$ cat config.mk
export PLATFORM = sky130hd
export DESIGN_NAME = odo_ctrl
export DESIGN_NICKNAME = d
export VERILOG_FILES = /design/src/hw/rtl/odo_pkg.sv /design/src/hw/rtl/odo_ctrl.sv
export SDC_FILE = /design/constraint.sdc
export NUM_CORES = 1
export LEC_CHECK = 0
export BUFFER_PORTS_ARGS = -buffer_cell sky130_fd_sc_hd__buf_2
export CAP_MARGIN = 20
export CORE_AREA = 2 2 39 41
export CTS_CLUSTER_SIZE = 28
export DETAILED_ROUTE_END_ITERATION = 16
export DIE_AREA = 0 0 41 43
export GPL_TIMING_DRIVEN = 0
export MAX_ROUTING_LAYER = met4
export PLACE_DENSITY = 0.55
export SLEW_MARGIN = 40
export SYNTH_ARGS = -nofsm -noshare
export SYNTH_HDL_FRONTEND = slang
export SYNTH_SLANG_ARGS = --single-unit
$ cat constraint.sdc
create_clock -name i_clk -period 2.37 [get_ports i_clk]
set_input_delay 0.1185 -clock i_clk [delete_from_list [all_inputs] [get_ports i_clk]]
set_output_delay 0.1185 -clock i_clk [all_outputs]
set_load 0.01 [all_outputs]
$ cat src/hw/rtl/odo_pkg.sv
// ----------------------------------------------------------------------------
// odo_pkg
// shared types, constants and tables of the differential drive odometry block
// ----------------------------------------------------------------------------
package odo_pkg;

    localparam int CORDIC_ITERATIONS = 16;
    localparam int IDX_W   = $clog2(CORDIC_ITERATIONS);
    localparam int NUM_W   = 34;      // divider dividend width
    localparam int DEN_W   = 16;      // divider divisor width
    localparam int CNT_W   = 6;       // divider step counter
    localparam int VEC_W   = 34;      // cordic x / y width, Q30 plus headroom
    localparam int ANG_W   = 34;      // cordic residual angle width
    localparam int DC_W    = 26;      // signed distance, Q10.16
    localparam int PRD_W   = DC_W + VEC_W;
    localparam int SUM_W   = PRD_W + 1;

    localparam logic signed [VEC_W-1:0] CORDIC_GAIN = VEC_W'(652032874);
    localparam logic [19:0]             HEAD_SCALE  = 20'd683565;
    localparam logic [30:0]             DIST_RECIP  = 31'd1099511628;  // ceil(2^37 / 125)
    localparam int                      DIST_SHIFT  = 37;
    localparam logic signed [ANG_W-1:0] QUARTER     = ANG_W'(1073741824);

    typedef enum logic {
        OP_STEP = 1'b0,
        OP_LOAD = 1'b1
    } t_op;

    typedef enum logic [1:0] {
        REG_TRACK_WIDTH   = 2'd0,
        REG_START_X       = 2'd1,
        REG_START_Y       = 2'd2,
        REG_START_HEADING = 2'd3
    } t_reg_idx;

    typedef enum logic [3:0] {
        S_IDLE,
        S_PROD,
        S_HMUL,
        S_DH_START,
        S_DH_WAIT,
        S_CORDIC,
        S_MUL_X,
        S_MUL_Y,
        S_COMMIT
    } t_state;

    typedef struct packed {
        logic capture;
        logic prod;
        logic hmul;
        logic div_start;
        logic take_dc;
        logic cordic_step;
        logic mul_x;
        logic mul_y;
        logic commit;
    } t_cmd;

    typedef struct packed {
        logic div_busy;
        logic div_done;
        logic cordic_last;
        logic is_load;
    } t_sts;

    function automatic logic signed [ANG_W-1:0] atan_lookup(input logic [4:0] idx);
        logic signed [ANG_W-1:0] v;
        unique case (idx)
            5'd0:  v = ANG_W'(536870912);
            5'd1:  v = ANG_W'(316933406);
            5'd2:  v = ANG_W'(167458907);
            5'd3:  v = ANG_W'(85004756);
            5'd4:  v = ANG_W'(42667331);
            5'd5:  v = ANG_W'(21354465);
            5'd6:  v = ANG_W'(10679838);
            5'd7:  v = ANG_W'(5340245);
            5'd8:  v = ANG_W'(2670163);
            5'd9:  v = ANG_W'(1335087);
            5'd10: v = ANG_W'(667544);
            5'd11: v = ANG_W'(333772);
            5'd12: v = ANG_W'(166886);
            5'd13: v = ANG_W'(83443);
            5'd14: v = ANG_W'(41722);
            5'd15: v = ANG_W'(20861);
            5'd16: v = ANG_W'(10430);
            5'd17: v = ANG_W'(5215);
            5'd18: v = ANG_W'(2608);
            5'd19: v = ANG_W'(1304);
            5'd20: v = ANG_W'(652);
            5'd21: v = ANG_W'(326);
            5'd22: v = ANG_W'(163);
            5'd23: v = ANG_W'(81);
            default: v = '0;
        endcase
        return v;
    endfunction

    function automatic logic [31:0] sat32(input logic signed [SUM_W-1:0] v);
        logic [31:0] r;
        if (v > SUM_W'(64'sd2147483647)) begin
            r = 32'h7fff_ffff;
        end else if (v < -SUM_W'(64'sd2147483648)) begin
            r = 32'h8000_0000;
        end else begin
            r = v[31:0];
        end
        return r;
    endfunction

endpackage

$ cat src/hw/rtl/odo_ctrl.sv
// ----------------------------------------------------------------------------
// odo_ctrl
// sequencer of one odometry update and owner of the result valid flag
// ----------------------------------------------------------------------------
module odo_ctrl
    import odo_pkg::*;
(
    input  logic i_clk,
    input  logic i_rst_n,
    input  logic i_in_valid,
    output logic o_in_ready,
    output logic o_out_valid,
    input  logic i_out_ready,
    input  t_sts i_sts,
    output t_cmd o_cmd
);

    t_state r_state;
    t_state n_state;
    logic   r_out_valid;
    logic   n_out_valid;

    always_ff @(posedge i_clk) begin
        if (!i_rst_n) begin
            r_state     <= S_IDLE;
            r_out_valid <= 1'b0;
        end else begin
            r_state     <= n_state;
            r_out_valid <= n_out_valid;
        end
    end

    always_comb begin
        n_state     = r_state;
        n_out_valid = r_out_valid && !i_out_ready;
        o_cmd       = '0;
        o_in_ready  = 1'b0;
        unique case (r_state)
            S_IDLE: begin
                o_in_ready = 1'b1;
                if (i_in_valid) begin
                    o_cmd.capture = 1'b1;
                    n_state = i_sts.is_load ? S_COMMIT : S_PROD;
                end
            end
            S_PROD: begin
                o_cmd.prod = 1'b1;
                n_state = S_HMUL;
            end
            S_HMUL: begin
                o_cmd.hmul = 1'b1;
                n_state = S_DH_START;
            end
            S_DH_START: begin
                o_cmd.take_dc   = 1'b1;
                o_cmd.div_start = 1'b1;
                n_state = S_DH_WAIT;
            end
            S_DH_WAIT: begin
                if (i_sts.div_done) begin
                    n_state = S_CORDIC;
                end
            end
            S_CORDIC: begin
                o_cmd.cordic_step = 1'b1;
                if (i_sts.cordic_last) begin
                    n_state = S_MUL_X;
                end
            end
            S_MUL_X: begin
                o_cmd.mul_x = 1'b1;
                n_state = S_MUL_Y;
            end
            S_MUL_Y: begin
                o_cmd.mul_y = 1'b1;
                n_state = S_COMMIT;
            end
            S_COMMIT: begin
                if (!r_out_valid || i_out_ready) begin
                    o_cmd.commit = 1'b1;
                    n_out_valid  = 1'b1;
                    n_state      = S_IDLE;
                end
            end
            default: begin
                n_state = S_IDLE;
            end
        endcase
    end

    assign o_out_valid = r_out_valid;

endmodule

==> results of run 1 <==
==> critical path: stages, from the launching register on <==
cell and delay, ps:
dfxtp_1 320, buf_6 140, or4_4 550, nor2_1 110, buf_2 130
==> where the power goes <==
part           leakage (nW)  switching (mW)  total, mW  internal, mW
combinational         0.163          0.0336     0.0633        0.0297
clock                0.0150          0.0316     0.0950        0.0634
sequential           0.0407         0.00525     0.0950        0.0898
==> metal layers <==
layer  wire length (um)  share of wire [%]  up-vias  GRT usage [%]
li1                   -                  -      193              -
met5                  0                  0        -              -
met3                 76                9.4        0           4.71
met2                324                 40       15           13.1
met1                406                 50      169           14.6
met4                  0                  0        0           4.00
==> cells by family after synthesis <==
group,count (synthesis)
muxes,1
and+or+nand+nor,24
buffers and inverters,5
DFF,5
xor gates and xnor gates,2
AOI/OAI and AO/OA,6
==> layout by cell type, fill, tap and decap left out <==
cell and n:
a21boi_1 1, nand3_1 1, o221ai_1 1, nand2_1 4, or4_1 1, nor3_1 4, buf_4 1, nor2_1 5
clkbuf_4 3, and3_1 1, inv_1 1, and2_1 1, nor4_1 1, or4_4 1, buf_2 19, o311ai_1 1
clkbuf_1 1, o32ai_1 1, a21boi_2 1, nand2b_1 3, xnor2_1 2, o31a_2 1, mux2_2 1, nor2b_1 1
nor3b_1 1, dfxtp_1 5, buf_6 1
==> state kept, by name, indices dropped and copies added (netlist names) <==
| register | count |
|---|---|
| r_state | 4 |
| o_out_valid | 1 |
==> final timing paths <==
check	to	slack (ps)	depth (start not counted)
hold reg to reg	o_out_valid$_SDFF_PN0_	490	2
setup / recovery	o_cmd[0]	760	4
setup reg to reg	r_state[3]$_SDFFE_PN0P_	1160	3
hold / removal	o_out_valid$_SDFF_PN0_	170	3
==> per-stage QoR <==
stage	std cells	hold WS, ps
6_report	80	173
5_1_grt	80	182
4_1_cts	80	164
3_5_place_dp	76	417
3_3_place_gp	76	419
2_1_floorplan	43	268
==> layout make-up <==
type	instances	share of cell area, %
multi-input combinational	33	44.6
sequential	5	21.0
timing repair buffer	17	17.8
buffer	4	6.04
clock buffer	4	5.51
tap	16	4.20
inverter	1	0.787
==> key figures, run 1 <==
Outcome
  – Status: finished, final reports clean

STA
  – Final period utilization: between 60% and 70%
  – Max-slew violations: 0
  – Max transition margin: between 70 and 80%
  – RSZ-0062 raised after global routing: false
  – Count of final hold-check violations: 0
  – Tightest Pin Transition: around 360 ps
  – Post-Route Skew: 1.27 ps
  – Fmax: between 600 and 700 MHz
  – Final Worst Setup Slack: roughly 760 ps
  – Final setup fails: 0
  – Final min period: between 1500 and 2000 ps
  – Final setup TNS: 0 ps

Placed design
  – Pre-CTS WS: between 1000 and 1500 ps
  – GP Congestion: 0.730
  – Post-DP Area: 450 sq um
  – Dpl hpwl: between 600 and 700 um
  – I/O Buffers: 17

CTS
  – Clock Tree Buf Depth: 2
  – Setup Fix Bufs, Post-CTS: 0
  – H-tree lvl count: 1
  – Cts repair resizes: 0
  – Sink Count: 5
  – CTS hold repair buffers: 0
  – Skew-Pair Late Insertion Delay: 240 ps
  – CTS root buf: clkbuf_4
  – Reg clk slew, reported paths: 40 ps
  – TritonCTS Buffers: 3
  – TritonCTS clock tree: done

Pwr
  – Total power: roughly 0.25 mW
  – PD cells: 531 nW/um^2
  – Worst vdd ir: between 0.0002 and 0.00025 V
  – Leakage: between 0.2 and 0.25 nW

Hold path
  – Min-delay src: i_out_ready
  – HP Class: primary input to flip-flop

Global routing
  – GR Util All Layers: 10.5%
  – Total gr overflow: 0
  – Initial antenna violation count: 0
  – Vias in the first global route: 298
  – Largest net degree at the start of global routing: 11
  – First-pass GRT wire length: 1220 um

Detailed routing
  – Wirelength per Cell: between 10 and 15 um
  – Residual DRC: 0
  – Vias: ~380
  – Final ANT Viol Nets: 0
  – DR iter-0 viols: 2
  – Drt total wl: a little over 800 um
  – DR vias/cell: 4.71
  – Pre-antenna DRT Iters: 2

Critical path
  – CP Capture Type: primary output
  – Crit Path Max Fanout: 10
  – Crit path DAT: around 1500 ps
  – Crit. Startpoint: r_state[2]$_SDFFE_PN0P_
  – CP Class: flip-flop to primary output
  – Worst EP required: around 2300 ps
  – CP Launch Type: flip-flop
  – Reg2reg start: r_state[2]$_SDFFE_PN0P_

Yosys
  – Syn_nets: 51
  – Post-synthesis mux area share: approximately 3.3%
  – Yosys top cell area share: roughly 29%
  – Leading area contributor after synthesis: dfxtp_1
  – List of most frequent post-synthesis cells: dfxtp_1 (5), nor2_1 (5), nand2_1 (4), nor3_1 (4), nand2b_1 (3)
  – Post-synthesis area per instance: 8.03 sq um
  – XOR/XNOR Fraction of Synth Area: ~5%
  – Asr flop ratio synth: 0%
  – Seq cells post-synth: 5
  – Ys flop type: dfxtp_1
  – Adder-Cell Fraction of Synth Area: 0%
  – Synthesized area: roughly 350 sq um
  – Synth Warn #: 0
  – Simple-Gate Fraction of Synth Area: between 30% and 40%
  – Synth Instances: 43
  – Synth top area cells: dfxtp_1 (29%), nor3_1 (5.8%), nand2b_1 (5.4%)
  – Yosys cell types: 25
  – Sequential fraction of the synthesis area: about 29%
  – Compound-Gate Fraction of Synth Area: 15.9%
  – Main combinational cell family by area after synthesis: simple AND/OR/NAND/NOR gates
  – Post-synth EDFFs: 0

Cells and area
  – Synth-to-Final Area Change: 38.0%
  – Multi-input gate area: approximately 210 sq um
  – Diode count: 0
  – Fin util: ~34%
  – Layout cell share with drive strength beyond 1: between 40% and 50%
  – Sequential cell area: 100 sq um
  – Final Instance Area: 477 sq um
  – Final #Nets: 73
  – Fill count: 154

Die
  – Die H: 43 um
  – Core Box Area: around 1400 sq um
  – Chip width: roughly 40 um
  – Initial Utilization: 25.0%
  – Std-Cell Rows: 14
  – Die area: approximately 1800 sq um
  – IO Pins: 19

Job
  – Max Cap Violations: 0
Power figures use the tool's default switching activity.
==> inputs of run 2 (changes only) <==
--- a/config.mk
+++ b/config.mk
@@ -5,6 +5,7 @@
 export SDC_FILE = /design/constraint.sdc
 export NUM_CORES = 1
 export LEC_CHECK = 0
+export ABC_AREA = 1
 export BUFFER_PORTS_ARGS = -buffer_cell sky130_fd_sc_hd__buf_2
 export CAP_MARGIN = 20
 export CORE_AREA = 2 2 39 41
@@ -13,7 +14,7 @@
 export DIE_AREA = 0 0 41 43
 export GPL_TIMING_DRIVEN = 0
 export MAX_ROUTING_LAYER = met4
-export PLACE_DENSITY = 0.55
+export PLACE_DENSITY = 0.59
 export SLEW_MARGIN = 40
 export SYNTH_ARGS = -nofsm -noshare
 export SYNTH_HDL_FRONTEND = slang
==> constraint.sdc (replaced) <==
create_clock -name i_clk -period 1.45 [get_ports i_clk]
set_input_delay 0.0725 -clock i_clk [delete_from_list [all_inputs] [get_ports i_clk]]
set_output_delay 0.0725 -clock i_clk [all_outputs]
set_load 0.01 [all_outputs]
==> key figures, run 2 <==
Cells and area
  – Fill count: 157 (was 154)
  – Max FFs per register: 4 (unchanged)
  – Most common cell after layout, fill and taps aside: buf_2 (unchanged)
  – Final Instance Area: 492 sq um (was 477 sq um)
  – Diode count: 0 (unchanged)
  – Synth-to-Final Area Change: 36.5% (was 38.0%)
  – Reg with most FFs: r_state (unchanged)
  – Most frequent cells in the layout: buf_2 (17), inv_1 (13), nand2_1 (12), nor2_1 (12), dfxtp_1 (5) (was buf_2 (19), nor2_1 (5), dfxtp_1 (5))
  – Layout cell share with drive strength beyond 1: 35.4% (was 43.8%)
  – Final #Nets: 91 (was 73)
  – Fin util: 35.5% (was 34.4%)

Pwr
  – Worst vdd ir: 0.000493 V (was 0.000218 V)
  – Leakage: 0.276 nW (was 0.219 nW)
  – PD cells: 868 nW/um^2 (was 531 nW/um^2)
  – Total power: 0.427 mW (was 0.253 mW)

Hold path
  – Min-delay src: i_out_ready (unchanged)
  – Hold path depth: 4 (was 3)
  – Hold EP: o_out_valid$_SDFF_PN0_ (unchanged)
  – HP Class: primary input to flip-flop (unchanged)

Critical path
  – Worst EP required: 1380 ps (was 2250 ps)
  – WP buf/inv: 3 (was 2)
  – RR Endpoint: r_state[0]$_SDFFE_PN0P_ (was r_state[3]$_SDFFE_PN0P_)
  – R2R Setup Slk: 360 ps (was 1160 ps)
  – Crit-path cells: nor2_2 -> inv_1 -> nor2_1 -> buf_4 -> buf_2 (was buf_6 -> or4_4 -> nor2_1 -> buf_2)
  – Reg2reg start: r_state[3]$_SDFFE_PN0P_ (was r_state[2]$_SDFFE_PN0P_)
  – Crit Path Max Fanout: 4 (was 10)
  – Critical Path Max Stage Delay: 340 ps (was 550 ps)
  – Slowest stage cell, crit path: dfxtp_1 (was or4_4)
  – CP Launch Type: flip-flop (unchanged)
  – R2R cell count: 7 (was 3)
  – Crit. Startpoint: r_state[2]$_SDFFE_PN0P_ (unchanged)
  – Kind of cell adding the most delay to the critical path: simple AND/OR/NAND/NOR gates (unchanged)
  – CP Capture Type: primary output (unchanged)
  – Crit path DAT: 1290 ps (was 1490 ps)
  – CP Class: flip-flop to primary output (unchanged)

Yosys
  – XOR/XNOR Fraction of Synth Area: 0% (was 5.07%)
  – Compound-Gate Fraction of Synth Area: 10.4% (was 15.9%)
  – Asr flop ratio synth: 0% (unchanged)
  – Simple-Gate Fraction of Synth Area: 45.1% (was 37.3%)
  – Synth Instances: 61 (was 43)
  – Yosys cell types: 15 (was 25)
  – Yosys top cell area share: 27.8% (was 29.0%)
  – Seq cells post-synth: 5 (unchanged)
  – Post-synthesis mux area share: 0% (was 3.26%)
  – Ys flop type: dfxtp_1 (unchanged)
  – Adder-Cell Fraction of Synth Area: 0% (unchanged)
  – Main combinational cell family by area after synthesis: simple AND/OR/NAND/NOR gates (unchanged)
  – Synth top area cells: dfxtp_1 (28%), inv_1 (14%), nand2_1 (13%) (was dfxtp_1 (29%), nor3_1 (5.8%), nand2b_1 (5.4%))
  – Synth Warn #: 0 (unchanged)
  – Top-count cell post-synth: inv_1
  – Post-synth EDFFs: 0 (unchanged)
  – Sequential fraction of the synthesis area: 27.8% (was 29.0%)
  – Synthesized area: 360 sq um (was 345 sq um)
  – Post-synthesis area per instance: 5.91 sq um (was 8.03 sq um)
  – Syn_nets: 69 (was 51)
  – Leading area contributor after synthesis: dfxtp_1 (unchanged)
  – List of most frequent post-synthesis cells: inv_1 (13), nand2_1 (12), nor2_1 (12), dfxtp_1 (5) (was dfxtp_1 (5), nor2_1 (5), nand2_1 (4), nor3_1 (4), nand2b_1 (3))

Detailed routing
  – Residual DRC: 0 (unchanged)
  – Wirelength per Cell: 8.46 um (was 10.1 um)
  – Final ANT Viol Nets: 0 (unchanged)
  – Pre-antenna DRT Iters: 3 (was 2)
  – Drt total wl: 829 um (was 807 um)
  – DR iter-0 viols: 7 (was 2)
  – Vias: 413 (was 377)
  – DR vias/cell: 4.21 (was 4.71)

Die
  – Initial Utilization: 26.0% (was 25.0%)
  – IO Pins: 19 (unchanged)
  – Std-Cell Rows: 14 (unchanged)
  – Die H: 43 um (unchanged)
  – Chip width: 41 um (unchanged)
  – Die area: 1760 sq um (unchanged)
  – Core Box Area: 1380 sq um (unchanged)

STA
  – Max-slew violations: 0 (unchanged)
  – Post-Route Skew: 5.68 ps (was 1.27 ps)
  – Tightest Pin Transition: 219 ps (was 359 ps)
  – Final setup fails: 0 (unchanged)
  – Final min period: approximately 1400 ps
  – Final setup TNS: 0 ps (unchanged)
  – Fmax: ~740 MHz
  – Max transition margin: 85.4% (was 75.7%)
  – Count of final hold-check violations: 0 (unchanged)
  – Final period utilization: a little over nine tenths
  – RSZ-0062 raised after global routing: false (unchanged)
  – Hold Slack: 111 ps (was 173 ps)

Global routing
  – Total gr overflow: 0 (unchanged)
  – First-pass GRT wire length: 1360 um (was 1220 um)
  – GR Util All Layers: 11.5% (was 10.5%)
  – Largest net degree at the start of global routing: 7 (was 11)
  – Vias in the first global route: 351 (was 298)
  – Initial antenna violation count: 0 (unchanged)

CTS
  – TritonCTS Buffers: 3 (unchanged)
  – Clock Tree Buf Depth: 2 (unchanged)
  – H-tree lvl count: 1 (unchanged)
  – CTS root buf: clkbuf_4 (unchanged)
  – Sink Count: 5 (unchanged)
  – Setup Fix Bufs, Post-CTS: 0 (unchanged)
  – CTS hold repair buffers: 0 (unchanged)
  – Cts repair resizes: 0 (unchanged)
  – TritonCTS clock tree: done (unchanged)
  – Skew-Pair Late Insertion Delay: 240 ps (about the same)
  – Reg clk slew, reported paths: 40 ps (about the same)

Job
  – Max Cap Violations: 0 (unchanged)

Placed design
  – I/O Buffers: 17 (unchanged)
  – Dpl hpwl: 669 um (was 613 um)
  – Post-DP Area: 465 sq um (was 450 sq um)
  – GP Congestion: 0.861 (was 0.730)

Outcome
  – Status: finished, final reports clean (unchanged)
==> run 2: report_power, final <==
group / internal [mW] / total, mW / switching [mW]
combinational: 0.0436 / 0.111 / 0.0675
sequential: 0.147 / 0.156 / 0.00917
clock: 0.104 / 0.160 / 0.0559
total: 0.294 / 0.427 / 0.133
==> run 2: cell type report <==
cell class,instances,area (sq um),area share (%)
multi-input combinational,41,200,40.7
clock buffer,4,26.3,5.34
timing repair buffer,17,85.1,17.3
tap,16,20.0,4.07
inverter,14,52.6,10.7
buffer,1,7.51,1.53
sequential,5,100,20.4
==> run 2: cells by family (layout without fill, tap and decap cells) <==
logic type             after synthesis  count (layout)
AOI/OAI and AO/OA                    6               6
buffers and inverters               15              36
DFF                                  5               5
and+or+nand+nor                     35              35
==> run 2: stage by stage <==
stage	instances	worst slack, ps
floorplan	61	423
global route	98	0.0381
CTS	98	68.4
finish	98	91.7
global placement	94	358
detailed placement	94	332
==> run 2: per-layer routing <==
| metal | up-vias | global-route usage, % | share of wire, % |
|---|---|---|---|
| li1 | 223 | - | - |
| met1 | 172 | 15.8 | 47 |
| met2 | 18 | 14.1 | 45 |
| met5 | - | - | 0 |
| met3 | 0 | 7.85 | 8.4 |
| met4 | 0 | 2.00 | 0 |
==> run 2: worst max path at each step <==
stage | to | cells past startpoint
global route | o_cmd[5] | 5
floorplan | o_cmd[5] | 4
detailed placement | o_cmd[5] | 5
finish | o_cmd[5] | 5
CTS | o_cmd[5] | 5
global placement | r_state[0]$_SDFFE_PN0P_ | 7
==> run 2: worst min-delay path, delay by kind of cell <==
family	cells	cell delay, ps
AOI/OAI and AO/OA	1	50
buffers and inverters	2	130
and+or+nand+nor	1	50
==> inputs of run 3 (changes only) <==
--- a/config.mk
+++ b/config.mk
@@ -13,6 +13,7 @@
 export DETAILED_ROUTE_END_ITERATION = 16
 export DIE_AREA = 0 0 41 43
 export GPL_TIMING_DRIVEN = 0
+export HOLD_SLACK_MARGIN = 0.12
 export MAX_ROUTING_LAYER = met4
 export PLACE_DENSITY = 0.59
 export SLEW_MARGIN = 40
==> key figures, run 3 (synthesis gave the netlist of run 2 again) <==
Outcome
  – Status: finished, final reports clean (unchanged)

Die
  – IO Pins: 19 (unchanged)
  – Chip width: 41 um (unchanged)
  – Die area: 1760 sq um (unchanged)
  – Die H: 43 um (unchanged)
  – Std-Cell Rows: 14 (unchanged)
  – Core Box Area: 1380 sq um (unchanged)
  – Initial Utilization: 26.0% (unchanged)

Global routing
  – Initial antenna violation count: 0 (unchanged)
  – First-pass GRT wire length: 1390 um (was 1360 um)
  – Met3 GRT Util: 7.85% (unchanged)
  – Vias in the first global route: 363 (was 351)
  – Grt met2 use: 14.7% (was 14.1%)
  – Gr busiest metal: met1 (unchanged)
  – Largest net degree at the start of global routing: 7 (unchanged)
  – Total gr overflow: 0 (unchanged)
  – GR Util All Layers: 11.7% (was 11.5%)
  – M1 GR Usage: 15.8% (unchanged)

Detailed routing
  – Final ANT Viol Nets: 0 (unchanged)
  – Wirelength per Cell: 8.39 um (was 8.46 um)
  – Pre-antenna DRT Iters: 3 (unchanged)
  – Drt total wl: 839 um (was 829 um)
  – Residual DRC: 0 (unchanged)
  – DR iter-0 viols: 7 (unchanged)
  – DR vias/cell: 4.21 (about the same)
  – Vias: 421 (was 413)

Critical path
  – CP Class: flip-flop to primary output (unchanged)
  – CP endpoint: o_cmd[5] (unchanged)
  – Crit. Startpoint: r_state[2]$_SDFFE_PN0P_ (unchanged)
  – RR Endpoint: r_state[0]$_SDFFE_PN0P_ (unchanged)
  – CP Launch Type: flip-flop (unchanged)
  – R2R Setup Slk: 360 ps (about the same)
  – Worst EP required: 1380 ps (about the same)
  – Reg2reg start: r_state[3]$_SDFFE_PN0P_ (unchanged)
  – CP Capture Type: primary output (unchanged)
  – R2R cell count: 7 (unchanged)
  – Crit path DAT: 1290 ps (about the same)
  – Crit Path Max Fanout: 4 (unchanged)

STA
  – Final setup fails: 0 (unchanged)
  – Tightest Pin Transition: 219 ps (unchanged)
  – Final period utilization: 93.7% (about the same)
  – Max transition margin: 85.4% (unchanged)
  – Fmax: 736 MHz (about the same)
  – Count of final hold-check violations: 0 (unchanged)
  – Final min period: 1360 ps (about the same)
  – Post-Route Skew: 5.68 ps (unchanged)
  – Final Worst Setup Slack: 91.8 ps (was 91.7 ps)
  – Final setup TNS: 0 ps (unchanged)
  – Max-slew violations: 0 (unchanged)
  – RSZ-0062 raised after global routing: false (unchanged)

CTS
  – Clock Tree Buf Depth: 2 (unchanged)
  – Setup Fix Bufs, Post-CTS: 0 (unchanged)
  – TritonCTS Buffers: 3 (unchanged)
  – Skew-Pair Late Insertion Delay: 240 ps (about the same)
  – H-tree lvl count: 1 (unchanged)
  – TritonCTS clock tree: done (unchanged)
  – Sink Count: 5 (unchanged)
  – CTS root buf: clkbuf_4 (unchanged)
  – Reg clk slew, reported paths: 40 ps (about the same)

Cells and area
  – Final #Nets: 93 (was 91)
  – Multi-input gate area: 200 sq um (unchanged)
  – Max FFs per register: 4 (unchanged)
  – Most frequent cells in the layout: buf_2 (17), inv_1 (13), nand2_1 (12), nor2_1 (12), dfxtp_1 (5) (unchanged)
  – Reg with most FFs: r_state (unchanged)
  – Sequential cell area: 100 sq um (unchanged)
  – Fill count: 155 (was 157)
  – Diode count: 0 (unchanged)
  – Most common cell after layout, fill and taps aside: buf_2 (unchanged)
  – Synth-to-Final Area Change: 42.0% (was 36.5%)
  – Final Instance Area: 512 sq um (was 492 sq um)
  – Fin util: 37.0% (was 35.5%)
  – Layout cell share with drive strength beyond 1: 34.5% (was 35.4%)

Job
  – Max Cap Violations: 0 (unchanged)

Placed design
  – Pre-CTS WS: 332 ps (unchanged)
  – Dpl hpwl: 669 um (unchanged)
  – Post-DP Area: 465 sq um (unchanged)
  – GP Congestion: 0.861 (unchanged)
  – I/O Buffers: 17 (unchanged)

Pwr
  – Leakage: 0.284 nW (was 0.276 nW)
  – Worst vdd ir: 0.000493 V (about the same)
  – Total power: 0.431 mW (was 0.427 mW)
  – PD cells: 842 nW/um^2 (was 868 nW/um^2)

Hold path
  – HP Class: primary input to flip-flop (unchanged)
==> run 3: cell types whose count changed in the layout (fill, tap and decap cells not counted) <==
cell / previous run / this run
dlygate4sd3_1: 0 / 2
==> run 3: cell type report <==
cell class,count,share of cell area [%]
Buffer,1,1.47
Timing Repair Buffer,19,20.5
Multi-Input combinational cell,41,39.1
Sequential cell,5,19.6
Tap cell,16,3.91
Inverter,14,10.3
Clock buffer,4,5.13
==> run 3: power by group <==
group          total, mW  switching, mW  internal, mW
combinational      0.115         0.0681        0.0471
sequential         0.156        0.00917         0.147
clock              0.160         0.0559         0.104
==> run 3: metrics by stage <==
| step | std cells | hold slack, ps |
|---|---|---|
| 4_1_cts | 100 | 138 |
| 3_3_place_gp | 94 | 357 |
| 2_1_floorplan | 61 | 254 |
| 5_1_grt | 100 | 160 |
| 6_report | 100 | 135 |
| 3_5_place_dp | 94 | 364 |
==> run 3: how the worst min path moves through the flow <==
stage / startpoint / endpoint / cells past startpoint
floorplan: i_in_valid / o_cmd[8] / 2
global placement: i_out_ready / o_out_valid$_SDFF_PN0_ / 4
detailed placement: i_out_ready / o_out_valid$_SDFF_PN0_ / 4
CTS: i_rst_n / r_state[0]$_SDFFE_PN0P_ / 3
global route: i_rst_n / r_state[0]$_SDFFE_PN0P_ / 3
finish: i_rst_n / r_state[0]$_SDFFE_PN0P_ / 3
==> run 3: routing by layer <==
metal	vias up	routed length (um)
li1	227	-
met1	176	393
met2	18	377
met3	0	68
met4	0	0
met5	-	0
==> run 3: timing repair <==
| item | in CTS | in global routing |
|---|---|---|
| resized for setup | 0 | 0 |
| endpoints found under the hold margin | 2 | 0 |
| hold buffers | 2 | 0 |
==> run 3: critical path, stage by stage (launching register included) <==
cell	delay [ps]
dfxtp_1	340
nor2_2	200
inv_1	90
nor2_1	160
buf_4	130
buf_2	110
